**src/design/xts_pkg.sv**
```systemverilog
// ============================================================================
// xts_pkg
// Shared types, constants and scanner tables for the xml token scanner.
// ============================================================================
`default_nettype none

package xts_pkg;

    // buffer sizes
    localparam int TOKEN_CAP   = 32;
    localparam int ESCAPE_CAP  = 8;
    localparam int TOK_LW      = $clog2(TOKEN_CAP + 1);
    localparam int TOK_AW      = $clog2(TOKEN_CAP);
    localparam int ESC_LW      = $clog2(ESCAPE_CAP + 1);
    localparam int ESC_AW      = $clog2(ESCAPE_CAP);

    // command queue between front and back
    localparam int QUEUE_DEPTH = 4;
    localparam int QUEUE_AW    = $clog2(QUEUE_DEPTH);

    // table passes per word, back-up included
    localparam int MAX_PASS    = 3;

    localparam int NUM_STATES  = 11;
    localparam int NUM_CLASSES = 10;

    // action mask bits
    localparam logic [15:0] F_EOF = 16'h0001;
    localparam logic [15:0] F_LT  = 16'h0002;
    localparam logic [15:0] F_LTS = 16'h0004;
    localparam logic [15:0] F_GT  = 16'h0008;
    localparam logic [15:0] F_SGT = 16'h0010;
    localparam logic [15:0] F_EQ  = 16'h0020;
    localparam logic [15:0] F_STR = 16'h0040;
    localparam logic [15:0] F_QST = 16'h0080;
    localparam logic [15:0] F_WD  = 16'h0100;
    localparam logic [15:0] F_SVE = 16'h0200;
    localparam logic [15:0] F_ESC = 16'h0400;
    localparam logic [15:0] F_SVW = 16'h0800;
    localparam logic [15:0] F_APW = 16'h1000;
    localparam logic [15:0] F_AP  = 16'h2000;
    localparam logic [15:0] F_ER1 = 16'h4000;
    localparam logic [15:0] F_BK  = 16'h8000;
    localparam logic [15:0] F_APPW = F_APW | F_AP;

    typedef enum logic [3:0] {
        K_EOF, K_LT, K_LTS, K_GT, K_SGT, K_EQ, K_TEXT, K_QUOTED, K_WORD, K_BAD
    } t_kind;

    typedef enum logic [3:0] {
        Q_INIT, Q_OPEN, Q_OPEN2, Q_NAME, Q_NAME2, Q_QUOTE, Q_TEXT, Q_TEXTW,
        Q_SLASH, Q_ENT, Q_DONE
    } t_scan;

    typedef enum logic [3:0] {
        C_END, C_QUOT, C_LT, C_GT, C_EQ, C_SL, C_OTH, C_WS, C_AMP, C_SEMI
    } t_cls;

    typedef enum logic {
        B_RUN, B_STREAM
    } t_back;

    typedef struct packed {
        logic [15:0] act;
        logic [7:0]  ch;
    } t_cmd;

    localparam logic [3:0] NEXT_TAB [NUM_STATES][NUM_CLASSES] = '{
        '{Q_DONE, Q_TEXT,  Q_OPEN,  Q_INIT,  Q_INIT,  Q_TEXT,  Q_TEXT,  Q_INIT,  Q_ENT,   Q_TEXT},
        '{Q_DONE, Q_QUOTE, Q_OPEN2, Q_NAME2, Q_NAME2, Q_OPEN2, Q_NAME,  Q_OPEN2, Q_OPEN2, Q_NAME},
        '{Q_DONE, Q_QUOTE, Q_OPEN,  Q_INIT,  Q_OPEN2, Q_SLASH, Q_NAME,  Q_OPEN,  Q_OPEN,  Q_NAME},
        '{Q_DONE, Q_QUOTE, Q_INIT,  Q_INIT,  Q_NAME2, Q_NAME2, Q_NAME2, Q_OPEN,  Q_NAME,  Q_NAME},
        '{Q_DONE, Q_QUOTE, Q_OPEN,  Q_INIT,  Q_OPEN2, Q_SLASH, Q_NAME2, Q_NAME2, Q_NAME2, Q_NAME2},
        '{Q_DONE, Q_OPEN2, Q_QUOTE, Q_QUOTE, Q_QUOTE, Q_QUOTE, Q_QUOTE, Q_QUOTE, Q_QUOTE, Q_QUOTE},
        '{Q_DONE, Q_TEXT,  Q_OPEN,  Q_INIT,  Q_TEXT,  Q_TEXT,  Q_TEXT,  Q_TEXTW, Q_ENT,   Q_TEXT},
        '{Q_DONE, Q_TEXT,  Q_OPEN,  Q_INIT,  Q_TEXT,  Q_TEXT,  Q_TEXT,  Q_TEXTW, Q_ENT,   Q_TEXTW},
        '{Q_DONE, Q_QUOTE, Q_OPEN,  Q_INIT,  Q_TEXT,  Q_SLASH, Q_TEXT,  Q_SLASH, Q_ENT,   Q_SLASH},
        '{Q_DONE, Q_ENT,   Q_OPEN,  Q_INIT,  Q_ENT,   Q_ENT,   Q_ENT,   Q_ENT,   Q_ENT,   Q_TEXT},
        '{Q_DONE, Q_DONE,  Q_DONE,  Q_DONE,  Q_DONE,  Q_DONE,  Q_DONE,  Q_DONE,  Q_DONE,  Q_DONE}
    };

    localparam logic [15:0] ACT_TAB [NUM_STATES][NUM_CLASSES] = '{
        '{F_EOF, 16'h0, 16'h0, F_GT, F_AP, F_AP, F_AP, 16'h0, 16'h0, F_AP},
        '{F_EOF, 16'h0, F_LT, F_LT | F_BK, F_GT | F_BK, F_LTS, F_LT | F_BK, 16'h0, 16'h0,
          F_AP},
        '{F_EOF, 16'h0, 16'h0, F_GT, F_EQ, F_ER1, F_AP, 16'h0, 16'h0, F_AP},
        '{F_EOF, F_WD, F_WD, F_WD | F_BK, F_WD | F_BK, F_WD, F_AP, F_WD, 16'h0, F_AP},
        '{F_EOF, 16'h0, F_WD | F_BK, F_WD | F_BK, F_WD | F_BK, F_WD | F_BK, F_AP, F_WD,
          16'h0, F_AP},
        '{F_EOF, F_QST, F_AP, F_AP, F_AP, F_AP, F_AP, F_AP, 16'h0, F_AP},
        '{F_EOF, F_AP, F_STR, F_STR, F_AP, F_AP, F_AP, F_SVW, 16'h0, F_AP},
        '{F_EOF, F_APPW, F_STR, F_SVW | F_STR | F_BK, F_APPW, F_APPW, F_APPW, 16'h0,
          F_APW, F_APPW},
        '{F_EOF, F_ER1, F_ER1, F_SGT, F_ER1, F_ER1, F_ER1, 16'h0, F_ER1, F_ER1},
        '{F_EOF, F_SVE, F_SVE, F_SVE, F_SVE, F_SVE, F_SVE, 16'h0, F_SVE, F_ESC},
        '{F_EOF, F_EOF, F_EOF, F_EOF, F_EOF, F_EOF, F_EOF, F_EOF, F_EOF, F_EOF}
    };

    function automatic t_cls classify(input logic [7:0] c);
        t_cls cls;
        case (c)
            8'h22:   cls = C_QUOT;
            8'h3c:   cls = C_LT;
            8'h3e:   cls = C_GT;
            8'h3d:   cls = C_EQ;
            8'h2f:   cls = C_SL;
            8'h3b:   cls = C_SEMI;
            8'h26:   cls = C_AMP;
            8'h20, 8'h09, 8'h0a, 8'h0d, 8'h0c: cls = C_WS;
            default: cls = C_OTH;
        endcase
        return cls;
    endfunction

    function automatic t_scan next_of(input t_scan st, input t_cls cls);
        return t_scan'(NEXT_TAB[st][cls]);
    endfunction

    function automatic logic [15:0] action_of(input t_scan st, input t_cls cls);
        return ACT_TAB[st][cls];
    endfunction

endpackage

`default_nettype wire

```
**src/design/xts_front.sv**
```systemverilog
// ============================================================================
// xts_front
// Classifies input words and walks the scanner table, one pass per cycle
// while the queue has room, queueing masks beyond back-up for the back end.
// ============================================================================
`default_nettype none

module xts_front (
    input  wire logic          i_clk,
    input  wire logic          i_rst_n,
    input  wire logic          i_valid,
    output logic               o_stall,
    input  wire logic [7:0]    i_in_byte,
    input  wire logic          i_end_of_input,
    output logic               o_push,
    output xts_pkg::t_cmd      o_cmd,
    input  wire logic          i_full
);
    import xts_pkg::*;

    t_scan       r_state, n_state;
    t_cls        r_cls;
    logic        r_pend;
    logic [7:0]  r_ch;
    logic [1:0]  r_pass;
    logic        step;
    logic        accept;
    logic [15:0] act;

    assign o_stall = r_pend;
    assign accept  = i_valid && !r_pend;
    assign step    = r_pend && !i_full;
    assign act     = action_of(r_state, r_cls);

    always_ff @(posedge i_clk) begin
        if (!i_rst_n) begin
            r_state <= Q_INIT;
        end else begin
            r_state <= n_state;
        end
    end

    always_comb begin
        n_state  = r_state;
        o_push   = 1'b0;
        o_cmd.act = act;
        o_cmd.ch  = r_ch;
        if (step) begin
            n_state = next_of(r_state, r_cls);
            // passes with nothing to do beyond back-up stay out of the queue
            o_push  = (act & ~F_BK) != 16'h0;
        end
    end

    always_ff @(posedge i_clk) begin
        if (!i_rst_n) begin
            r_pend <= 1'b0;
            r_pass <= 2'd0;
        end else if (accept) begin
            r_pend <= 1'b1;
            r_pass <= 2'd0;
        end else if (step) begin
            if (((act & F_BK) != 16'h0) && (r_pass != 2'(MAX_PASS - 1))) begin
                r_pass <= r_pass + 2'd1;
            end else begin
                r_pend <= 1'b0;
            end
        end
    end

    always_ff @(posedge i_clk) begin
        if (accept) begin
            r_ch  <= i_in_byte;
            r_cls <= i_end_of_input ? C_END : classify(i_in_byte);
        end
    end

endmodule

`default_nettype wire

```
**src/design/xts_cmd_fifo.sv**
```systemverilog
// ============================================================================
// xts_cmd_fifo
// Short command queue that decouples the table walker from the executor.
// ============================================================================
`default_nettype none

module xts_cmd_fifo (
    input  wire logic          i_clk,
    input  wire logic          i_rst_n,
    input  wire logic          i_push,
    input  wire xts_pkg::t_cmd i_cmd,
    output logic               o_full,
    input  wire logic          i_pop,
    output xts_pkg::t_cmd      o_cmd,
    output logic               o_empty
);
    import xts_pkg::*;

    t_cmd                r_mem [QUEUE_DEPTH];
    logic [QUEUE_AW-1:0] r_wp;
    logic [QUEUE_AW-1:0] r_rp;
    logic [QUEUE_AW:0]   r_cnt;

    assign o_full  = r_cnt == (QUEUE_AW + 1)'(QUEUE_DEPTH);
    assign o_empty = r_cnt == '0;
    assign o_cmd   = r_mem[r_rp];

    always_ff @(posedge i_clk) begin
        if (i_push) begin
            r_mem[r_wp] <= i_cmd;
        end
    end

    always_ff @(posedge i_clk) begin
        if (!i_rst_n) begin
            r_wp  <= '0;
            r_rp  <= '0;
            r_cnt <= '0;
        end else begin
            if (i_push) begin
                r_wp <= r_wp + 1'b1;
            end
            if (i_pop) begin
                r_rp <= r_rp + 1'b1;
            end
            case ({i_push, i_pop})
                2'b10:   r_cnt <= r_cnt + 1'b1;
                2'b01:   r_cnt <= r_cnt - 1'b1;
                default: r_cnt <= r_cnt;
            endcase
        end
    end

    a_no_overrun: assert property (@(posedge i_clk) disable iff (!i_rst_n)
        i_push |-> !o_full)
        else $error("command pushed into full queue");

    a_no_underrun: assert property (@(posedge i_clk) disable iff (!i_rst_n)
        i_pop |-> !o_empty)
        else $error("command popped from empty queue");

    a_count_track: assert property (@(posedge i_clk) disable iff (!i_rst_n)
        (i_push && !i_pop) |=> (r_cnt == $past(r_cnt) + 1'b1))
        else $error("queue count lost a push");

endmodule

`default_nettype wire

```
**src/design/xts_back.sv**
```systemverilog
// ============================================================================
// xts_back
// Executes queued action masks: token and escape buffers, entity lookup,
// fixed token emission and streaming of content tokens through the output
// register.
// ============================================================================
`default_nettype none

module xts_back (
    input  wire logic          i_clk,
    input  wire logic          i_rst_n,
    input  wire xts_pkg::t_cmd i_cmd,
    input  wire logic          i_empty,
    output logic               o_pop,
    output logic               o_valid,
    input  wire logic          i_stall,
    output logic [3:0]         o_token_kind,
    output logic [7:0]         o_token_char,
    output logic               o_char_valid,
    output logic               o_token_last,
    output logic               o_bad_escape,
    output logic               o_truncated
);
    import xts_pkg::*;

    t_back              r_bstate, n_bstate;
    logic [15:0]        r_act, n_act;
    logic [7:0]         r_ch, n_ch;

    logic [7:0]         r_tok_mem [TOKEN_CAP];
    logic [7:0]         r_rd_data;
    logic [TOK_LW-1:0]  r_tok_len;
    logic               r_tok_over;
    logic [7:0]         r_esc_buf [ESCAPE_CAP];
    logic [ESC_LW-1:0]  r_esc_len;
    logic               r_esc_over;
    logic [7:0]         r_space, n_space;

    logic [TOK_LW-1:0]  r_rd_idx, n_rd_idx;
    logic [TOK_LW-1:0]  r_em_idx, n_em_idx;
    logic               r_rdv, n_rdv;
    t_kind              r_kind, n_kind;
    logic               r_lower, n_lower;

    logic               r_out_vld;
    t_kind              r_out_kind;
    logic [7:0]         r_out_char;
    logic               r_out_cv;
    logic               r_out_last;
    logic               r_out_bad;
    logic               r_out_trunc;

    logic [15:0]        rem;
    logic [15:0]        done_bit;
    logic [15:0]        fix_bit;
    logic               fix_req;
    t_kind              fix_kind;
    logic               fix_bad;
    logic               out_free;
    logic               out_load;
    t_kind              ld_kind;
    logic [7:0]         ld_char;
    logic               ld_cv;
    logic               ld_last;
    logic               ld_bad;
    logic               ld_trunc;
    logic               clr_buf;
    logic               app_en;
    logic [7:0]         app_data;
    logic               tok_room;
    logic               esc_en;
    logic               esc_clr;
    logic               rd_en;
    logic               em_last;
    logic [7:0]         low_char;
    logic               start_stream;

    logic               esc_amp, esc_lt, esc_gt, esc_quot, esc_apos;
    logic [7:0]         esc_char;

    assign o_valid      = r_out_vld;
    assign o_token_kind = r_out_kind;
    assign o_token_char = r_out_char;
    assign o_char_valid = r_out_cv;
    assign o_token_last = r_out_last;
    assign o_bad_escape = r_out_bad;
    assign o_truncated  = r_out_trunc;

    assign out_free = !r_out_vld || !i_stall;
    assign rem      = r_act & ~F_BK;
    assign tok_room = r_tok_len < TOK_LW'(TOKEN_CAP);
    assign em_last  = r_em_idx == TOK_LW'(r_tok_len - 1'b1);

    // ascii upper case folds down for word tokens
    assign low_char = (r_lower && r_rd_data >= 8'h41 && r_rd_data <= 8'h5a)
                    ? r_rd_data + 8'h20 : r_rd_data;

    // entity names: amp, lt, gt, quot, apos
    always_comb begin
        esc_amp  = !r_esc_over && r_esc_len == ESC_LW'(3) && r_esc_buf[0] == 8'h61
                && r_esc_buf[1] == 8'h6d && r_esc_buf[2] == 8'h70;
        esc_lt   = !r_esc_over && r_esc_len == ESC_LW'(2) && r_esc_buf[0] == 8'h6c
                && r_esc_buf[1] == 8'h74;
        esc_gt   = !r_esc_over && r_esc_len == ESC_LW'(2) && r_esc_buf[0] == 8'h67
                && r_esc_buf[1] == 8'h74;
        esc_quot = !r_esc_over && r_esc_len == ESC_LW'(4) && r_esc_buf[0] == 8'h71
                && r_esc_buf[1] == 8'h75 && r_esc_buf[2] == 8'h6f && r_esc_buf[3] == 8'h74;
        esc_apos = !r_esc_over && r_esc_len == ESC_LW'(4) && r_esc_buf[0] == 8'h61
                && r_esc_buf[1] == 8'h70 && r_esc_buf[2] == 8'h6f && r_esc_buf[3] == 8'h73;
        if (esc_amp) begin
            esc_char = 8'h26;
        end else if (esc_lt) begin
            esc_char = 8'h3c;
        end else if (esc_gt) begin
            esc_char = 8'h3e;
        end else if (esc_quot) begin
            esc_char = 8'h22;
        end else if (esc_apos) begin
            esc_char = 8'h27;
        end else begin
            esc_char = 8'h00;
        end
    end

    always_ff @(posedge i_clk) begin
        if (!i_rst_n) begin
            r_bstate <= B_RUN;
        end else begin
            r_bstate <= n_bstate;
        end
    end

    always_comb begin
        n_bstate     = r_bstate;
        n_act        = r_act;
        n_ch         = r_ch;
        n_space      = r_space;
        n_rd_idx     = r_rd_idx;
        n_em_idx     = r_em_idx;
        n_rdv        = r_rdv;
        n_kind       = r_kind;
        n_lower      = r_lower;
        o_pop        = 1'b0;
        done_bit     = 16'h0;
        fix_bit      = 16'h0;
        fix_req      = 1'b0;
        fix_kind     = K_EOF;
        fix_bad      = 1'b0;
        out_load     = 1'b0;
        ld_kind      = K_EOF;
        ld_char      = 8'h00;
        ld_cv        = 1'b0;
        ld_last      = 1'b1;
        ld_bad       = 1'b0;
        ld_trunc     = 1'b0;
        clr_buf      = 1'b0;
        app_en       = 1'b0;
        app_data     = r_ch;
        esc_en       = 1'b0;
        esc_clr      = 1'b0;
        rd_en        = 1'b0;
        start_stream = 1'b0;

        case (r_bstate)
            B_RUN: begin
                if (rem == 16'h0) begin
                    if (!i_empty) begin
                        o_pop = 1'b1;
                        n_act = i_cmd.act;
                        n_ch  = i_cmd.ch;
                    end
                end else begin
                    // one action per cycle, in the scanner's order; a fixed token waits while the output is stalled
                    if ((rem & F_EOF) != 16'h0) begin
                        fix_req = 1'b1; fix_kind = K_EOF; fix_bit = F_EOF;
                    end else if ((rem & F_LT) != 16'h0) begin
                        fix_req = 1'b1; fix_kind = K_LT; fix_bit = F_LT;
                    end else if ((rem & F_LTS) != 16'h0) begin
                        fix_req = 1'b1; fix_kind = K_LTS; fix_bit = F_LTS;
                    end else if ((rem & F_GT) != 16'h0) begin
                        fix_req = 1'b1; fix_kind = K_GT; fix_bit = F_GT;
                    end else if ((rem & F_SGT) != 16'h0) begin
                        fix_req = 1'b1; fix_kind = K_SGT; fix_bit = F_SGT;
                    end else if ((rem & F_EQ) != 16'h0) begin
                        fix_req = 1'b1; fix_kind = K_EQ; fix_bit = F_EQ;
                    end else if ((rem & F_APW) != 16'h0) begin
                        app_en = 1'b1; app_data = r_space; done_bit = F_APW;
                    end else if ((rem & F_AP) != 16'h0) begin
                        app_en = 1'b1; app_data = r_ch; done_bit = F_AP;
                    end else if ((rem & F_SVW) != 16'h0) begin
                        n_space = r_ch; done_bit = F_SVW;
                    end else if ((rem & F_STR) != 16'h0) begin
                        start_stream = 1'b1; n_kind = K_TEXT; n_lower = 1'b0;
                        done_bit = F_STR;
                    end else if ((rem & F_QST) != 16'h0) begin
                        start_stream = 1'b1; n_kind = K_QUOTED; n_lower = 1'b0;
                        done_bit = F_QST;
                    end else if ((rem & F_WD) != 16'h0) begin
                        start_stream = 1'b1; n_kind = K_WORD; n_lower = 1'b1;
                        done_bit = F_WD;
                    end else if ((rem & F_ER1) != 16'h0) begin
                        fix_req = 1'b1; fix_kind = K_BAD; fix_bit = F_ER1;
                    end else if ((rem & F_SVE) != 16'h0) begin
                        esc_en = 1'b1; done_bit = F_SVE;
                    end else if ((rem & F_ESC) != 16'h0) begin
                        if (esc_char != 8'h00) begin
                            app_en   = 1'b1;
                            app_data = esc_char;
                            esc_clr  = 1'b1;
                            done_bit = F_ESC;
                        end else begin
                            fix_req = 1'b1; fix_kind = K_BAD; fix_bad = 1'b1;
                            fix_bit = F_ESC;
                        end
                    end

                    if (fix_req && out_free) begin
                        out_load = 1'b1;
                        ld_kind  = fix_kind;
                        ld_bad   = fix_bad;
                        clr_buf  = 1'b1;
                        done_bit = fix_bit;
                    end

                    n_act = r_act & ~done_bit;
                    if (start_stream) begin
                        n_bstate = B_STREAM;
                        n_rd_idx = '0;
                        n_em_idx = '0;
                        n_rdv    = 1'b0;
                    end else if (((rem & ~done_bit) == 16'h0) && !i_empty) begin
                        o_pop = 1'b1;
                        n_act = i_cmd.act;
                        n_ch  = i_cmd.ch;
                    end
                end
            end

            B_STREAM: begin
                if (r_tok_len == '0) begin
                    if (out_free) begin
                        out_load = 1'b1;
                        ld_kind  = r_kind;
                        ld_trunc = r_tok_over;
                        clr_buf  = 1'b1;
                        n_bstate = B_RUN;
                    end
                end else begin
                    // read one ahead so a character leaves every cycle the output is not stalled
                    rd_en = (r_rd_idx < r_tok_len) && (!r_rdv || out_free);
                    if (rd_en) begin
                        n_rd_idx = r_rd_idx + 1'b1;
                    end
                    if (r_rdv && out_free) begin
                        out_load = 1'b1;
                        ld_kind  = r_kind;
                        ld_char  = low_char;
                        ld_cv    = 1'b1;
                        ld_last  = em_last;
                        ld_trunc = r_tok_over;
                        n_em_idx = r_em_idx + 1'b1;
                        if (em_last) begin
                            clr_buf  = 1'b1;
                            n_bstate = B_RUN;
                        end
                    end
                    n_rdv = rd_en ? 1'b1 : (out_load ? 1'b0 : r_rdv);
                end
            end

            default: begin
                n_bstate = B_RUN;
            end
        endcase
    end

    always_ff @(posedge i_clk) begin
        if (!i_rst_n) begin
            r_act      <= 16'h0;
            r_space    <= 8'h00;
            r_tok_len  <= '0;
            r_tok_over <= 1'b0;
            r_esc_len  <= '0;
            r_esc_over <= 1'b0;
            r_rdv      <= 1'b0;
            r_rd_idx   <= '0;
            r_em_idx   <= '0;
            r_out_vld  <= 1'b0;
        end else begin
            r_act    <= n_act;
            r_space  <= n_space;
            r_rdv    <= n_rdv;
            r_rd_idx <= n_rd_idx;
            r_em_idx <= n_em_idx;
            if (clr_buf) begin
                r_tok_len  <= '0;
                r_tok_over <= 1'b0;
                r_esc_len  <= '0;
                r_esc_over <= 1'b0;
            end else begin
                if (app_en) begin
                    if (tok_room) begin
                        r_tok_len <= r_tok_len + 1'b1;
                    end else begin
                        r_tok_over <= 1'b1;
                    end
                end
                if (esc_clr) begin
                    r_esc_len  <= '0;
                    r_esc_over <= 1'b0;
                end else if (esc_en) begin
                    if (r_esc_len < ESC_LW'(ESCAPE_CAP)) begin
                        r_esc_len <= r_esc_len + 1'b1;
                    end else begin
                        r_esc_over <= 1'b1;
                    end
                end
            end
            if (out_load) begin
                r_out_vld <= 1'b1;
            end else if (!i_stall) begin
                r_out_vld <= 1'b0;
            end
        end
    end

    always_ff @(posedge i_clk) begin
        r_ch    <= n_ch;
        r_kind  <= n_kind;
        r_lower <= n_lower;
        if (out_load) begin
            r_out_kind  <= ld_kind;
            r_out_char  <= ld_char;
            r_out_cv    <= ld_cv;
            r_out_last  <= ld_last;
            r_out_bad   <= ld_bad;
            r_out_trunc <= ld_trunc;
        end
        if (esc_en && !clr_buf && !esc_clr && r_esc_len < ESC_LW'(ESCAPE_CAP)) begin
            r_esc_buf[r_esc_len[ESC_AW-1:0]] <= r_ch;
        end
    end

    // token buffer ram
    always_ff @(posedge i_clk) begin
        if (app_en && !clr_buf && tok_room) begin
            r_tok_mem[r_tok_len[TOK_AW-1:0]] <= app_data;
        end
        if (rd_en) begin
            r_rd_data <= r_tok_mem[r_rd_idx[TOK_AW-1:0]];
        end
    end

    a_tok_len_cap: assert property (@(posedge i_clk) disable iff (!i_rst_n)
        r_tok_len <= TOK_LW'(TOKEN_CAP))
        else $error("token length beyond capacity");

    a_esc_len_cap: assert property (@(posedge i_clk) disable iff (!i_rst_n)
        r_esc_len <= ESC_LW'(ESCAPE_CAP))
        else $error("escape length beyond capacity");

    a_read_ahead: assert property (@(posedge i_clk) disable iff (!i_rst_n)
        (r_bstate == B_STREAM && r_rdv) |-> (r_em_idx < r_rd_idx))
        else $error("stream read index behind emit index");

    a_stream_len_stable: assert property (@(posedge i_clk) disable iff (!i_rst_n)
        (r_bstate == B_STREAM && $past(r_bstate) == B_STREAM) |-> $stable(r_tok_len))
        else $error("token buffer changed while streaming");

endmodule

`default_nettype wire

```
**src/design/xml_token_scanner.sv**
```systemverilog
// ============================================================================
// xml_token_scanner
// Table-driven XML lexer: bytes in, tokens out one character per word.
// ============================================================================
// The input side registers one byte (or end mark), then walks its table
// passes while the command queue has room, up to three passes when the
// scanner backs up; o_stall holds off the next byte until the last pass.
// Each pass that does anything goes into a four-entry command queue; the
// executor carries out the mask's actions one by one, fetching the next
// command in the cycle of the last action when the queue holds one and in
// a cycle of its own when it had run dry or has just finished a content
// token. A fixed token waits while the output word is stalled. A content
// token starts with a read lead-in from the token buffer ram and then sends
// one character per cycle while the output is not stalled. Fixed tokens and
// each content character are one output word; an empty content token is one
// word with char_valid low. No clearing pass is needed after reset.
`default_nettype none

module xml_token_scanner (
    input  wire logic          i_clk,
    input  wire logic          i_rst_n,
    input  wire logic          i_valid,
    output logic               o_stall,
    input  wire logic [7:0]    i_in_byte,
    input  wire logic          i_end_of_input,
    output logic               o_valid,
    input  wire logic          i_stall,
    output logic [3:0]         o_token_kind,
    output logic [7:0]         o_token_char,
    output logic               o_char_valid,
    output logic               o_token_last,
    output logic               o_bad_escape,
    output logic               o_truncated
);
    import xts_pkg::*;

    logic  push;
    logic  full;
    logic  pop;
    logic  empty;
    t_cmd  cmd_in;
    t_cmd  cmd_out;

    xts_front u_front (
        .i_clk          (i_clk),
        .i_rst_n        (i_rst_n),
        .i_valid        (i_valid),
        .o_stall        (o_stall),
        .i_in_byte      (i_in_byte),
        .i_end_of_input (i_end_of_input),
        .o_push         (push),
        .o_cmd          (cmd_in),
        .i_full         (full)
    );

    xts_cmd_fifo u_fifo (
        .i_clk   (i_clk),
        .i_rst_n (i_rst_n),
        .i_push  (push),
        .i_cmd   (cmd_in),
        .o_full  (full),
        .i_pop   (pop),
        .o_cmd   (cmd_out),
        .o_empty (empty)
    );

    xts_back u_back (
        .i_clk        (i_clk),
        .i_rst_n      (i_rst_n),
        .i_cmd        (cmd_out),
        .i_empty      (empty),
        .o_pop        (pop),
        .o_valid      (o_valid),
        .i_stall      (i_stall),
        .o_token_kind (o_token_kind),
        .o_token_char (o_token_char),
        .o_char_valid (o_char_valid),
        .o_token_last (o_token_last),
        .o_bad_escape (o_bad_escape),
        .o_truncated  (o_truncated)
    );

endmodule

`default_nettype wire
```
**config.mk**
```make
export PLATFORM = sky130hd
export DESIGN_NAME = xml_token_scanner
export DESIGN_NICKNAME = d
export VERILOG_FILES = /design/src/design/xts_pkg.sv /design/src/design/xts_front.sv /design/src/design/xts_cmd_fifo.sv /design/src/design/xts_back.sv /design/src/design/xml_token_scanner.sv
export SDC_FILE = /design/constraint.sdc
export NUM_CORES = 1
export LEC_CHECK = 0
export BUFFER_PORTS_ARGS = -buffer_cell sky130_fd_sc_hd__buf_2
export CORE_UTILIZATION = 30
export DETAILED_ROUTE_END_ITERATION = 7
export PLACE_DENSITY = 0.48
export SLEW_MARGIN = 20
export SYNTH_ARGS = -nofsm -noshare
export SYNTH_HDL_FRONTEND = slang
export SYNTH_HIERARCHICAL = 1
export SYNTH_SLANG_ARGS = --single-unit
```
**constraint.sdc**
```tcl
create_clock -name i_clk -period 4.22 [get_ports i_clk]
set_input_delay 0.633 -clock i_clk [delete_from_list [all_inputs] [get_ports i_clk]]
set_output_delay 0.633 -clock i_clk [all_outputs]
set_load 0.005 [all_outputs]
```
Word-level counts from Yosys, hierarchy flattened
Memory sizes are Yosys's and may differ from the RTL's. A register that Yosys moved wholly into a read port is not among the register bits.
Cells that the tools add are included.
{ "totals": {"reg_bits": 106, "memories": 5, "mem_bits_ro": 3200, "mem_bits_rw": 416} }
{ "memory_table": {"columns": ["name", "words", "word_bits", "rd", "rd_clocked_by_memory_dff", "write_ports", "line", "source"], "rows": [
  ["(no name shown)", 16, 160, 1, 0, 0, "xts_pkg.sv:120", "return ACT_TAB[st][cls];"],
  ["(no name shown)", 16, 40, 1, 0, 0, "xts_pkg.sv:116", "return t_scan'(NEXT_TAB[st][cls]);"],
  ["u_back.r_tok_mem", 32, 8, 1, 1, 1, "xts_back.sv:30", "logic [7:0] r_tok_mem [TOKEN_CAP];"],
  ["u_fifo.r_mem", 4, 24, 1, 1, 1, "xts_cmd_fifo.sv:19", "t_cmd r_mem [QUEUE_DEPTH];"],
  ["u_back.r_esc_buf", 8, 8, 4, 0, 1, "xts_back.sv:34", "logic [7:0] r_esc_buf [ESCAPE_CAP];"]
]} }
{ "op_classes": {"n_addsub": 11, "bitwise": 21, "muxes": 237, "n_eq_ne": 42, "n_lt_le_gt_ge": 7, "n_reduce_logical": 74} }
{ "op_table": {"columns": ["op", "n"], "rows": [
  ["$mux 16", 39],
  ["$mux 160", 2],
  ["$mux 8", 23],
  ["$mux 1", 121],
  ["$eq 8x7->1 const B", 12],
  ["$mux 4", 24],
  ["$mux 40", 2],
  ["$mux 6", 11],
  ["$bmux 16 s4", 1],
  ["$eq 8x6->1 const B", 8],
  ["$eq 8x4->1 const B", 4],
  ["$logic_and 1x1->1", 32],
  ["$logic_not 16->1", 2],
  ["$pmux 4 s8", 1],
  ["$pmux 6 s2", 2],
  ["$mux 11", 2],
  ["$add 6x1->6 const B", 3],
  ["$and 15x16->16", 1],
  ["$and 16x16->16", 1],
  ["$bmux 4 s4", 1],
  ["$not 1->1", 16],
  ["$not 16->16", 1],
  ["$reduce_and 4->1", 4],
  ["$reduce_bool 16->1", 1],
  ["40 further kinds", 78]
]} }

Logic depth before layout (Yosys ltp)
Gate-level depths: netlist of run 1.
{ "depth": {"word_depth": 44, "ltp_mapped": 17} }

Cells and area by module
Netlist of run 1, hierarchy kept.
{ "by_module_without_submodules": {"columns": ["module", "cells_each", "seq_area_each_um2", "area_each_um2", "instances"], "rows": [
  ["xts_back", 973, 10700.3, 15504.9, 1],
  ["xts_cmd_fifo", 172, 3062.9, 3953.8, 1],
  ["xts_front", 268, 500.5, 2113.3, 1]
]} }

Worst setup path after synthesis of run 1
OpenSTA, ideal clock, no wires.
{ "synth_timing": {"kind": "register to register", "from": "register u_back.r_act[1]", "to": "register u_fifo.r_cnt[2]", "setup_slack_ns": 0.362, "period_less_slack_ns": 3.858, "path_stages_with_launch": 17, "required_ns": 4.144, "n_path_buf": 2, "setup_time_ns": 0.076, "arrival_ns": 3.783, "cell_sequence": "dfxtp_1 > buf_2 > or4_4 > o41a_1 > a221oi_2 > o2111ai_1 > nor4b_2 > a21boi_2 > nor2_2 > buf_6 > nor2_1 > ha_1 > inv_1 > fa_1 > xor2_1 > or3_1 > a21boi_0"} }
{ "synth_between": {"elab_chain_cells": 18, "word_cells_on_any_way": 29, "classes_between": "2 x eq/ne; 20 x mux; 2 x bitwise; 5 x reduce/logical"} }
{ "synth_rtl": {"columns": ["item", "line", "source"], "rows": [
  ["from (decl)", "xts_back.sv:27", "logic [15:0] r_act, n_act;"],
  ["from (signal assigned)", "xts_back.sv:290", "r_act <= n_act;"],
  ["$mux 1", "xts_back.sv:176", "end else if ((rem & F_LT) != 16'h0) begin"],
  ["$mux 1", "xts_back.sv:174", "if ((rem & F_EOF) != 16'h0) begin"],
  ["$mux 1", "xts_back.sv:166", "if (rem == 16'h0) begin"],
  ["$mux 1", "xts_back.sv:164", "case (r_bstate)"],
  ["$logic_and 1x1->1", "xts_back.sv:217", "if (fix_req && out_free) begin"],
  ["$mux 16", "xts_back.sv:217", null],
  ["$mux 16", "xts_back.sv:166", null],
  ["$mux 16", "xts_back.sv:164", null],
  ["[... 3 more ...]", null, null],
  ["$logic_and 1x1->1", "xts_back.sv:231", "end else if (((rem & ~done_bit) == 16'h0) && !i_empty) begin"],
  ["$mux 1", "xts_back.sv:231", null],
  ["$mux 1", "xts_back.sv:226", "if (start_stream) begin"],
  ["$mux 1 (*)", "xts_back.sv:166", null],
  ["$mux 1 (*)", "xts_back.sv:164", null],
  ["named net pop", "xml_token_scanner.sv:39", "logic pop;"],
  ["$eq 2x1->1 or $eq 2x2->1 (tied branches)", "xts_cmd_fifo.sv:46", "case ({i_push, i_pop})"],
  ["$pmux 3 s2 or $reduce_bool 2->1 (tied branches)", null, null],
  ["to (signal assigned)", "xts_cmd_fifo.sv:47", "2'b10: r_cnt <= r_cnt + 1'b1;"],
  ["to (signal assigned)", "xts_cmd_fifo.sv:48", "2'b01: r_cnt <= r_cnt - 1'b1;"],
  ["to (signal assigned)", "xts_cmd_fifo.sv:49", "default: r_cnt <= r_cnt;"],
  ["to (decl)", "xts_cmd_fifo.sv:22", "logic [QUEUE_AW:0] r_cnt;"]
]} }
Mark *: on every way through the listed nets, which the timed path passes. The rest lies on a longest branch. The select of a mux whose other input is x is not followed.
A chain may end at the register's enable or synchronous reset.

Worst setup path after layout of run 1
{ "layout_timing": {"from": "register u_back.r_act[0]", "to": "register u_fifo.r_cnt[2]"} }
{ "layout_between": {"elab_chain_cells": 17, "word_cells_on_any_way": 25, "classes_between": "2 x eq/ne; 16 x mux; 2 x bitwise; 5 x reduce/logical"} }
{ "layout_rtl": {"columns": ["item", "line"], "rows": [
  ["$mux 1", "xts_back.sv:174"],
  ["$mux 1", "xts_back.sv:166"],
  ["$mux 1", "xts_back.sv:164"],
  ["$logic_and 1x1->1", "xts_back.sv:217"],
  ["$mux 16", "xts_back.sv:217"],
  ["$mux 16", "xts_back.sv:166"],
  ["$mux 16", "xts_back.sv:164"],
  ["$not 16->16", "xts_back.sv:231"],
  ["[... 2 more ...]", null],
  ["$logic_and 1x1->1", "xts_back.sv:231"],
  ["$mux 1", "xts_back.sv:231"],
  ["$mux 1", "xts_back.sv:226"],
  ["$mux 1 (*)", "xts_back.sv:166"],
  ["$mux 1 (*)", "xts_back.sv:164"],
  ["named net pop", "xml_token_scanner.sv:39"],
  ["$eq 2x1->1 or $eq 2x2->1 (tied branches)", "xts_cmd_fifo.sv:46"],
  ["$pmux 3 s2 or $reduce_bool 2->1 (tied branches)", null]
]} }
Marks and branches as above.

==> impl_summary.txt, run 1 <==
----------------------------------------------------
[Status]
  Status ... finished clean

[Cells and area]
  Final core utilization ... 0.354
  Antenna diodes ... 0
  Fillers ... 6,787
  Post-layout net count ... 1,553
  Layout area overhead ... 16.3%
  Number of standard cells in the final layout excluding fillers ... 2,490
  Share of final-layout standard cells stronger than drive strength 1 ... 0.216

[Global route]
  Global-route wire length before repair ... 78,800 µm
  Largest net degree at the start of global routing ... 68
  Total grt overflow ... 0
  GRT Resource Usage Total ... 0.141
  Number of antenna violations at the first check in global routing ... 4
  Number of global-route vias before repair ... 12.7k

[Clock network]
  H-tree levels ... 2
  Clock root cell ... sky130_fd_sc_hd__clkbuf_16
  TritonCTS Buffers ... 51
  CTS sink cnt ... 493
  Clock tree from TritonCTS ... built
  Latest clock arrival within the worst-skew pair ... 590 ps
  CTS clock-pin slew for the worst setup and hold paths ... 60 ps
  Cts hold-fix bufs ... 0
  Clock Tree Buf Depth ... 3

[Worst setup path]
  Crit start category ... register
  Critical path arrival ... 4420 ps
  Startpoint of the lowest-slack register-to-register path ... u_back/r_act[0]
  Reg2Reg Setup Slack ... 290 ps
  Largest fanout on the critical path ... 8
  Type of destination of the critical path ... register
  Critical Setup Path Class ... register to register
  Critical Path Source ... u_back/r_act[0]
  Worst path required time ... 4720 ps

[Place]
  Port-buffer cells ... 30
  DP HPWL ... 34,300 µm
  Inst Count DP ... 2,397
  RD Place Congestion ... 0.839

[Logic synthesis]
  Total standard cell area after synthesis ... 0.0214 mm²
  Post-synthesis average cell area ... 15.2 µm²
  Cell count after synthesis ... 1,407
  YS warnings ... 6
  Net count of the mapped netlist ... 1,450

[Die]
  DIE AREA ... 0.0725 mm²
  Site Rows ... 97
  Horiz. Die Dim ... 269 µm
  Vert. Die Dim ... 269 µm
  I/O pins ... 31
  Effective utilization at floorplan ... 0.304
  CORE AREA ... 0.0704 mm²

[STA]
  Number of hold violations in the final report ... 0
  Final setup violation count ... 0
  Share of the cycle needed by the critical path after routing ... 0.930
  Max-slew headroom at the worst pin ... 0.274
  Final critical path time including I/O delays and setup ... 3930 ps
  Final Skew ... 24.9 ps
  Max-slew violations ... 0
  Setup TNS ... 0 ps
  Worst slew pin tran ... 1090 ps
  Unrepaired setup endpoints after global routing ... false
  Maximum achievable frequency ... 255 MHz

[Hold path]
  Worst min-delay path startpoint ... i_in_byte[7]
  Worst hold-check path type ... input port to register

[Routing]
  Via total after detailed routing ... 12.4k
  Per-cell routed wire length ... 20.6 µm
  Vias per cell ... 4.99
  DR pass1 iterations ... 5
  Residual DRC ... 0
  Total wire length ... 51,400 µm
  Residual antenna-violating net count after detailed routing ... 0
  Number of design-rule violations left by the first detailed-router iteration ... 786

[Run]
  Max Cap Violations ... 0

[Power]
  Maximum ir drop on the vdd rail ... 452 µV
  Pwr dens ... 661 mW/mm²
  Cell leakage power ... 8.08 nW

----------------------------------------------------
==> cells in the final DEF, fill, tap and decap left out, types with 26 or more instances in the layout <==
master / n
sky130_fd_sc_hd__ha_1: 29
sky130_fd_sc_hd__dfxtp_1: 64
sky130_fd_sc_hd__nor2b_1: 26
sky130_fd_sc_hd__nand2_1: 84
sky130_fd_sc_hd__mux4_2: 100
sky130_fd_sc_hd__nand3_1: 47
sky130_fd_sc_hd__inv_1: 35
sky130_fd_sc_hd__o21ai_0: 30
sky130_fd_sc_hd__buf_4: 91
sky130_fd_sc_hd__nor2_1: 101
sky130_fd_sc_hd__a21oi_1: 46
sky130_fd_sc_hd__edfxtp_1: 427
sky130_fd_sc_hd__buf_2: 30
sky130_fd_sc_hd__clkbuf_16: 52
==> critical path: stages (launching register included) <==
cell and delay, ps:
sky130_fd_sc_hd__dfxtp_1 400, sky130_fd_sc_hd__or4_4 610, sky130_fd_sc_hd__o41a_1 430, sky130_fd_sc_hd__a221oi_2 210, sky130_fd_sc_hd__o2111ai_1 180, sky130_fd_sc_hd__nor4b_2 290, sky130_fd_sc_hd__a21boi_4 270, sky130_fd_sc_hd__nor2_2 70
sky130_fd_sc_hd__nor2_2 140, sky130_fd_sc_hd__ha_1 210, sky130_fd_sc_hd__inv_1 60, sky130_fd_sc_hd__fa_1 370, sky130_fd_sc_hd__xor2_1 160, sky130_fd_sc_hd__or3_1 290, sky130_fd_sc_hd__a21boi_0 170
==> metal layers <==
layer / vias to the layer above / part of all wire / track usage / routed length (µm)
met5: - / 0.00025 / 0 / 13
met4: 2 / 0.021 / 0.0405 / 1090
met3: 74 / 0.040 / 0.0216 / 2050
met2: 238 / 0.49 / 0.235 / 24900
met1: 6374 / 0.45 / 0.189 / 23300
li1: 5731 / - / - / -
==> area by class of cell <==
class	instances	area (µm²)	share of cell area
inverter	40	150	0.00603
clock buffer	68	1390	0.0558
clock inverter	25	358	0.0144
sequential	493	14100	0.568
tap	940	1180	0.0472
multi-input combinational	799	6780	0.272
timing repair buffer	125	913	0.0367
==> repair_timing <==
item / CTS / global route
gates resized for setup: 0 / 3
setup buffers: 0 / 0
endpoints found under the setup margin: 0 / 1
==> sequential cells by signal (all words and copies together) (netlist names), 4 cells and up, named ones only <==
| signal | count |
|---|---|
| u_back/r_esc_len | 4 |
| u_back/r_em_idx | 6 |
| u_back/o_token_char | 8 |
| u_fifo/r_mem | 92 |
| u_front/r_cls | 4 |
| u_back/r_tok_mem | 256 |
| u_back/r_rd_idx | 6 |
| u_front/r_ch | 8 |
| u_back/r_esc_buf | 32 |
| u_back/r_rd_data | 8 |
| u_back/o_token_kind | 4 |
| u_back/r_tok_len | 6 |
| u_back/r_ch | 8 |
| u_back/r_space | 8 |
| u_back/r_act | 15 |
==> through the flow <==
stage | power, mW | cell area [µm²] | hold slack, ps | setup WS (ps)
after detailed placement | 11.9 | 23100 | 453 | 159
after global placement | 11.9 | 23100 | 440 | 190
final | 16.5 | 24900 | 251 | 295
after CTS | 16.7 | 24900 | 204 | 156
after floorplan | 9.88 | 21400 | 429 | 362
after global routing | 17.3 | 24900 | 214 | 23.3
==> report_power, final <==
group / leakage [nW] / internal [mW] / switching (mW)
clock: 0.840 / 2.81 / 1.88
combinational: 2.86 / 1.49 / 3.27
sequential: 4.38 / 6.68 / 0.337
==> path summary, 6_finish.rpt <==
| path | endpoint | depth (start not counted) |
|---|---|---|
| worst max-delay path | u_fifo/r_cnt[2] | 14 |
| worst min-delay path | u_front/r_ch[7] | 1 |
| worst max register to register | u_fifo/r_cnt[2] | 14 |
| worst min register to register | u_back/r_tok_over | 2 |
No activity file was read; power rests on OpenSTA's default activity.
==> run 2, diff against run 1 <==
--- a/config.mk
+++ b/config.mk
@@ -6,9 +6,9 @@
 export NUM_CORES = 1
 export LEC_CHECK = 0
 export BUFFER_PORTS_ARGS = -buffer_cell sky130_fd_sc_hd__buf_2
-export CORE_UTILIZATION = 30
+export CORE_UTILIZATION = 50
 export DETAILED_ROUTE_END_ITERATION = 7
-export PLACE_DENSITY = 0.48
+export PLACE_DENSITY = 0.7
 export SLEW_MARGIN = 20
 export SYNTH_ARGS = -nofsm -noshare
 export SYNTH_HDL_FRONTEND = slang
==> run 2 against run 1 <==
Against the previous run:
- non-clock buffer count increased by 3
- flip-flop and latch count unchanged
- sequential power about the same
- final area decreased by 2.9%
- cell count decreased by 16%
- clock power decreased by 11%
- clock skew increased by 20 ps
- routed wire length decreased by 7.9%
- die area decreased by 40%
- register-to-register slack got worse by 50 ps
- maximum frequency decreased by 1.2%
- critical endpoint unchanged
- largest power group unchanged
==> impl_summary.txt, run 2 (synthesis gave the netlist of run 1 again) <==
----------------------------------------------------
[Status]
  Status ... finished clean (unchanged)

[Cells and area]
  Post-layout net count ... 1,554 (was 1,553)
  Antenna diodes ... 0 (unchanged)
  Commonest non-fill, non-tap cells in the layout ... sky130_fd_sc_hd__edfxtp_1 (427), sky130_fd_sc_hd__nor2_1 (101), sky130_fd_sc_hd__mux4_2 (100) (unchanged)
  Fillers ... 3,224 (was 6,787)
  Share of final-layout standard cells stronger than drive strength 1 ... 0.216 (about the same)
  Commonest non-fill, non-tap cell in the layout ... sky130_fd_sc_hd__edfxtp_1 (unchanged)
  Number of flip-flops in the largest register ... 256 (unchanged)
  Layout area overhead ... 13.0% (was 16.3%)

[Power]
  Share of power burned in registers ... 0.441 (was 0.427)
  Maximum ir drop on the vdd rail ... 701 µV (was 452 µV)
  Combinational fraction of design power ... 0.295 (was 0.289)
  Proportion of power drawn by the clock network ... 0.264 (was 0.285)
  Cell leakage power ... 8.00 nW (was 8.08 nW)
  Internal power contribution ... 10.5 mW (was 11.0 mW)
  Net Sw Power ... 5.42 mW (was 5.48 mW)
  Pwr Total ... 15.9 mW (was 16.5 mW)
  Fraction of power spent switching nets ... 0.341 (was 0.333)
  Pwr dens ... 657 mW/mm² (was 661 mW/mm²)

[Hold path]
  Worst hold-check path type ... input port to register (unchanged)

[Clock network]
  CTS clock-pin slew for the worst setup and hold paths ... 60 ps (about the same)
  Latest clock arrival within the worst-skew pair ... 610 ps (was 590 ps)
  TritonCTS Buffers ... 49 (was 51)
  Clock root cell ... sky130_fd_sc_hd__clkbuf_16 (unchanged)
  Clock tree from TritonCTS ... built (unchanged)
  CTS sink cnt ... 493 (unchanged)
  Clock Tree Buf Depth ... 3 (unchanged)
  H-tree levels ... 2 (unchanged)
  Post-CTS Setup Inserts ... 0 (unchanged)

[STA]
  Setup TNS ... 0 ps (unchanged)
  Share of the cycle needed by the critical path after routing ... 0.941 (was 0.930)
  Number of hold violations in the final report ... 0 (unchanged)
  Max-slew headroom at the worst pin ... 0.316 (was 0.274)
  Worst slew pin tran ... 1030 ps (was 1090 ps)
  Final Skew ... 45.1 ps (was 24.9 ps)
  Max-slew violations ... 0 (unchanged)
  Final setup violation count ... 0 (unchanged)
  Unrepaired setup endpoints after global routing ... false (unchanged)
  Maximum achievable frequency ... 252 MHz (was 255 MHz)
  Final critical path time including I/O delays and setup ... 3970 ps (was 3930 ps)

[Worst setup path]
  Crit path max-delay family ... simple AND/OR/NAND/NOR gates (unchanged)
  Highest cell delay on the worst timing path ... 550 ps (was 610 ps)
  Critical path arrival ... 4480 ps (was 4420 ps)
  Cell breakdown of the critical path ... or4_4, o41a_1, a221oi_2, o2111ai_1, nor4b_2, a21boi_4, nor2_2, nor2_2, ha_1, inv_1, fa_1, xor2_1, or3_1, a21boi_0 (unchanged)
  Critical Setup Path Class ... register to register (unchanged)
  Largest fanout on the critical path ... 9 (was 8)
  Worst path required time ... 4730 ps (was 4720 ps)
  Crit start category ... register (unchanged)
  Worst path bufs/invs ... 1 (unchanged)
  Cell mode on critical path ... sky130_fd_sc_hd__nor2_2 (unchanged)
  Standard cell with the maximum stage delay on the critical path ... sky130_fd_sc_hd__or4_4 (unchanged)
  Type of destination of the critical path ... register (unchanged)

[Global route]
  Number of antenna violations at the first check in global routing ... 0 (was 4)
  Total grt overflow ... 0 (unchanged)
  Largest net degree at the start of global routing ... 68 (unchanged)
  Number of global-route vias before repair ... 12.4k (was 12.7k)
  Global-route wire length before repair ... 73,700 µm (was 78,800 µm)
  GRT Resource Usage Total ... 0.221 (was 0.141)

[Die]
  Vert. Die Dim ... 209 µm (was 269 µm)
  DIE AREA ... 0.0437 mm² (was 0.0725 mm²)
  Site Rows ... 75 (was 97)
  Effective utilization at floorplan ... 0.508 (was 0.304)
  I/O pins ... 31 (unchanged)
  Horiz. Die Dim ... 209 µm (was 269 µm)
  CORE AREA ... 0.0421 mm² (was 0.0704 mm²)

[Routing]
  Residual DRC ... 0 (unchanged)
  DR pass1 iterations ... 5 (unchanged)
  Total wire length ... 47,300 µm (was 51,400 µm)
  Via total after detailed routing ... 12.6k (was 12.4k)
  Vias per cell ... 6.01 (was 4.99)
  Number of design-rule violations left by the first detailed-router iteration ... 1,194 (was 786)
  Per-cell routed wire length ... 22.6 µm (was 20.6 µm)
  Residual antenna-violating net count after detailed routing ... 0 (unchanged)

[Place]
  DP HPWL ... 30,900 µm (was 34,300 µm)
  Port-buffer cells ... 30 (unchanged)
  RD Place Congestion ... 0.923 (was 0.839)

[Run]
  Max Cap Violations ... 0 (unchanged)

----------------------------------------------------
[run 2: layout make-up]
type	instances	area [µm²]	share of cell area
sequential	493	14100	0.585
multi-input combinational	799	6760	0.280
clock buffer	53	1240	0.0513
timing repair buffer	128	911	0.0376
tap	539	674	0.0279
clock inverter	38	308	0.0127
inverter	40	150	0.00621
[run 2: power by group through the flow]
stage          Clock (mW)  Sequential (mW)  Combinational [mW]
3_3_place_gp            0             7.09                4.61
4_1_cts              4.27             7.01                4.69
3_5_place_dp            0             7.11                4.67
2_1_floorplan           0             6.99                2.89
5_1_grt              4.44             7.05                5.12
6_report             4.19             7.01                4.69
[run 2: timing repair]
action / 4_1_cts / 5_1_grt
setup endpoints to repair: 0 / 1
gates resized for setup: 0 / 2
hold buffers: 0 / 0
[run 2: stage by stage]
step | hold slack [ps] | setup WS (ps) | cell area, µm² | instances | utilization
after floorplan | 429 | 362 | 21400 | 1407 | -
after global placement | 442 | 239 | 22600 | 1998 | 0.537
after detailed placement | 474 | 201 | 22600 | 1998 | 0.537
after CTS | 214 | 160 | 24200 | 2089 | 0.574
after global routing | 228 | 71.1 | 24200 | 2090 | 0.574
final | 242 | 249 | 24200 | 2090 | 0.574
[run 2: final timing paths]
kind                           from           endpoint  slack (ps)  depth (start not counted)
setup / recovery    u_back/r_act[2]    u_fifo/r_cnt[2]         250                         14
hold / removal         i_in_byte[7]    u_front/r_ch[7]         240                          1
hold reg to reg   u_front/r_pass[0]  u_front/r_pass[0]         470                          2
setup reg to reg    u_back/r_act[2]    u_fifo/r_cnt[2]         250                         14
[run 2: routing by layer]
| layer | vias up | share of wire | wire [µm] | GRT usage |
|---|---|---|---|---|
| met5 | - | 0 | 0 | 0 |
| met4 | 0 | 0.019 | 920 | 0.0540 |
| met3 | 70 | 0.055 | 2590 | 0.0335 |
| met2 | 383 | 0.48 | 22500 | 0.349 |
| met1 | 6388 | 0.45 | 21300 | 0.324 |
| li1 | 5723 | - | - | - |
==> run 3, diff against run 2 <==
--- a/config.mk
+++ b/config.mk
@@ -9,7 +9,6 @@
 export CORE_UTILIZATION = 50
 export DETAILED_ROUTE_END_ITERATION = 7
 export PLACE_DENSITY = 0.7
-export SLEW_MARGIN = 20
 export SYNTH_ARGS = -nofsm -noshare
 export SYNTH_HDL_FRONTEND = slang
 export SYNTH_HIERARCHICAL = 1
==> constraint.sdc (replaced) <==
create_clock -name i_clk -period 5.15 [get_ports i_clk]
set_input_delay 0.7725 -clock i_clk [delete_from_list [all_inputs] [get_ports i_clk]]
set_output_delay 0.7725 -clock i_clk [all_outputs]
set_load 0.005 [all_outputs]
==> run 3 against run 2 <==
Against the previous run:
- highest routed layer unchanged
- count of clock-buffer cells in the layout up 13
- first-iteration DRC count up 21%
- critical path depth up 2
- global-route usage down 0.50 points
- largest power group unchanged
- clock power down 18%
- clock skew down 29 ps
==> impl_summary.txt, run 3 (synthesis gave the netlist of run 1 again) <==
----------------------------------------------------
[STA]
  Final setup violation count ... 0 (unchanged)
  Maximum achievable frequency ... 231 MHz (was 252 MHz)
  Max-slew headroom at the worst pin ... 0.131 (was 0.316)
  Share of the cycle needed by the critical path after routing ... 0.839 (was 0.941)
  Setup TNS ... 0 ps (unchanged)
  Final Skew ... 15.9 ps (was 45.1 ps)
  Number of hold violations in the final report ... 0 (unchanged)
  Final critical path time including I/O delays and setup ... 4320 ps (was 3970 ps)
  Post-route worst hold slack ... 388 ps (was 242 ps)
  Post-layout worst setup margin ... 829 ps (was 249 ps)
  Max-slew violations ... 0 (unchanged)
  Worst slew pin tran ... 1300 ps (was 1030 ps)
  Unrepaired setup endpoints after global routing ... false (unchanged)

[Place]
  Port-buffer cells ... 30 (unchanged)
  DP HPWL ... 29,200 µm (was 30,900 µm)
  RD Place Congestion ... 0.954 (was 0.923)
  Placement Setup Slack ... 927 ps (was 201 ps)

[Global route]
  Number of antenna violations at the first check in global routing ... 0 (unchanged)
  Largest net degree at the start of global routing ... 68 (unchanged)
  GRT Resource Usage Total ... 0.216 (was 0.221)
  Global-route wire length before repair ... 72,100 µm (was 73,700 µm)
  Number of global-route vias before repair ... 12.2k (was 12.4k)
  Total grt overflow ... 0 (unchanged)

[Power]
  Combinational fraction of design power ... 0.279 (was 0.295)
  Share of power burned in registers ... 0.452 (was 0.441)
  Internal power contribution ... 8.46 mW (was 10.5 mW)
  Net Sw Power ... 4.33 mW (was 5.42 mW)
  Pwr dens ... 542 mW/mm² (was 657 mW/mm²)
  Cell leakage power ... 7.57 nW (was 8.00 nW)
  Pwr Total ... 12.8 mW (was 15.9 mW)
  Fraction of power spent switching nets ... 0.338 (was 0.341)
  Maximum ir drop on the vdd rail ... 382 µV (was 701 µV)
  Proportion of power drawn by the clock network ... 0.269 (was 0.264)

[Cells and area]
  Layout area overhead ... 10.2% (was 13.0%)
  Commonest non-fill, non-tap cells in the layout ... sky130_fd_sc_hd__edfxtp_1 (427), sky130_fd_sc_hd__nor2_1 (102), sky130_fd_sc_hd__mux4_2 (100) (was sky130_fd_sc_hd__edfxtp_1 (427), sky130_fd_sc_hd__nor2_1 (101), sky130_fd_sc_hd__mux4_2 (100))
  Number of flip-flops in the largest register ... 256 (unchanged)
  Commonest non-fill, non-tap cell in the layout ... sky130_fd_sc_hd__edfxtp_1 (unchanged)
  Antenna diodes ... 0 (unchanged)
  Post-layout net count ... 1,479 (was 1,554)
  Share of final-layout standard cells stronger than drive strength 1 ... 0.169 (was 0.216)

[Worst setup path]
  Critical path arrival ... 4830 ps (was 4480 ps)
  Critical Setup Path Class ... register to register (unchanged)
  Type of destination of the critical path ... register (unchanged)
  Largest fanout on the critical path ... 15 (was 9)
  Highest cell delay on the worst timing path ... 860 ps (was 550 ps)
  Worst path required time ... 5660 ps (was 4730 ps)
  Crit start category ... register (unchanged)
  Cell breakdown of the critical path ... inv_1, ha_1, nand4b_1, nor4_1, o2111a_1, nor4_1, a21boi_0, a21boi_2, nor2_2, nor2_1, ha_1, inv_1, fa_1, xor2_1, or3_1, a21boi_0 (was or4_4, o41a_1, a221oi_2, o2111ai_1, nor4b_2, a21boi_4, nor2_2, nor2_2, ha_1, inv_1, fa_1, xor2_1, or3_1, a21boi_0)
  Standard cell with the maximum stage delay on the critical path ... sky130_fd_sc_hd__nor4_1 (was sky130_fd_sc_hd__or4_4)

[Die]
  DIE AREA ... 0.0437 mm² (unchanged)
  I/O pins ... 31 (unchanged)
  Horiz. Die Dim ... 209 µm (unchanged)
  Effective utilization at floorplan ... 0.508 (unchanged)
  CORE AREA ... 0.0421 mm² (unchanged)
  Vert. Die Dim ... 209 µm (unchanged)
  Site Rows ... 75 (unchanged)

[Routing]
  Detailed route wirelength on metal2 ... 21,100 µm (was 22,500 µm)
  Via total after detailed routing ... 12.4k (was 12.6k)
  Top routing layer in use ... met4 (unchanged)
  Met1 Routed Length ... 20,800 µm (was 21,300 µm)
  Residual DRC ... 0 (unchanged)
  Total wire length ... 45,800 µm (was 47,300 µm)
  Per-cell routed wire length ... 22.7 µm (was 22.6 µm)
  Number of design-rule violations left by the first detailed-router iteration ... 1,447 (was 1,194)
  Met3 wirelength from detailed routing ... 2980 µm (was 2590 µm)
  Vias per cell ... 6.15 (was 6.01)
  Residual antenna-violating net count after detailed routing ... 0 (unchanged)
  DR pass1 iterations ... 5 (unchanged)

[Run]
  Max Cap Violations ... 0 (unchanged)

[Clock network]
  Clock root cell ... sky130_fd_sc_hd__clkbuf_16 (unchanged)
  Latest clock arrival within the worst-skew pair ... 590 ps (was 610 ps)
  H-tree levels ... 2 (unchanged)
  Clock Tree Buf Depth ... 3 (unchanged)
  TritonCTS Buffers ... 50 (was 49)
  CTS sink cnt ... 493 (unchanged)
  Clock tree from TritonCTS ... built (unchanged)
  CTS clock-pin slew for the worst setup and hold paths ... 60 ps (about the same)
  Post-CTS Setup Inserts ... 0 (unchanged)
  CTS resizes ... 0 (unchanged)
  Cts hold-fix bufs ... 0 (unchanged)

[Status]
  Status ... finished clean (unchanged)

[Hold path]
  Worst hold-check path type ... input port to register (unchanged)

----------------------------------------------------
## run 3: final cells by class
type / instances / area (µm²)
Clock inverter: 25 / 221
Inverter: 40 / 150
Sequential cell: 493 / 14100
Fill cell: 3251 / 18500
Multi-Input combinational cell: 799 / 6750
Tap cell: 539 / 674
Timing Repair Buffer: 52 / 315
Clock buffer: 66 / 1330
## run 3: path summary, 6_finish.rpt
path                                          start           endpoint  slack [ps]  cells past startpoint
worst min register to register    u_front/r_pass[0]  u_front/r_pass[0]         480                      2
worst min-delay path                   i_in_byte[7]    u_front/r_ch[7]         390                      1
worst max register to register  u_back/r_esc_len[1]    u_fifo/r_cnt[2]         830                     16
worst max-delay path            u_back/r_esc_len[1]    u_fifo/r_cnt[2]         830                     16
## run 3: metrics by stage
step                      std cells   util  cell area (µm²)
after detailed placement       1923  0.523            22000
final                          2014  0.560            23600
after floorplan                1407      -            21400
after CTS                      2014  0.560            23600
after global placement         1923  0.523            22000
after global routing           2014  0.560            23600
## run 3: power groups by stage
stage               Sequential (mW)  Combinational (mW)  Clock, mW
finish                         5.78                3.56       3.45
global route                   5.82                3.88       3.67
CTS                            5.78                3.55       3.51
detailed placement             5.86                3.53          0
global placement               5.86                3.50          0
floorplan                      5.72                2.37          0
## run 3: metal layers
layer / vias to the layer above / track usage
li1: 5590 / -
met1: 6280 / 0.322
met2: 454 / 0.329
met3: 70 / 0.0377
met4: 0 / 0.0583
met5: - / 0
## run 3: critical path, delay by kind of cell, from the launching register on
| kind | cells | cell delay [ps] |
|---|---|---|
| AOI/OAI and AO/OA | 4 | 900 |
| xor gates and xnor gates | 1 | 160 |
| DFF | 1 | 450 |
| and+or+nand+nor | 6 | 1740 |
| buffers and inverters | 2 | 170 |
| adders and majority gates | 3 | 830 |
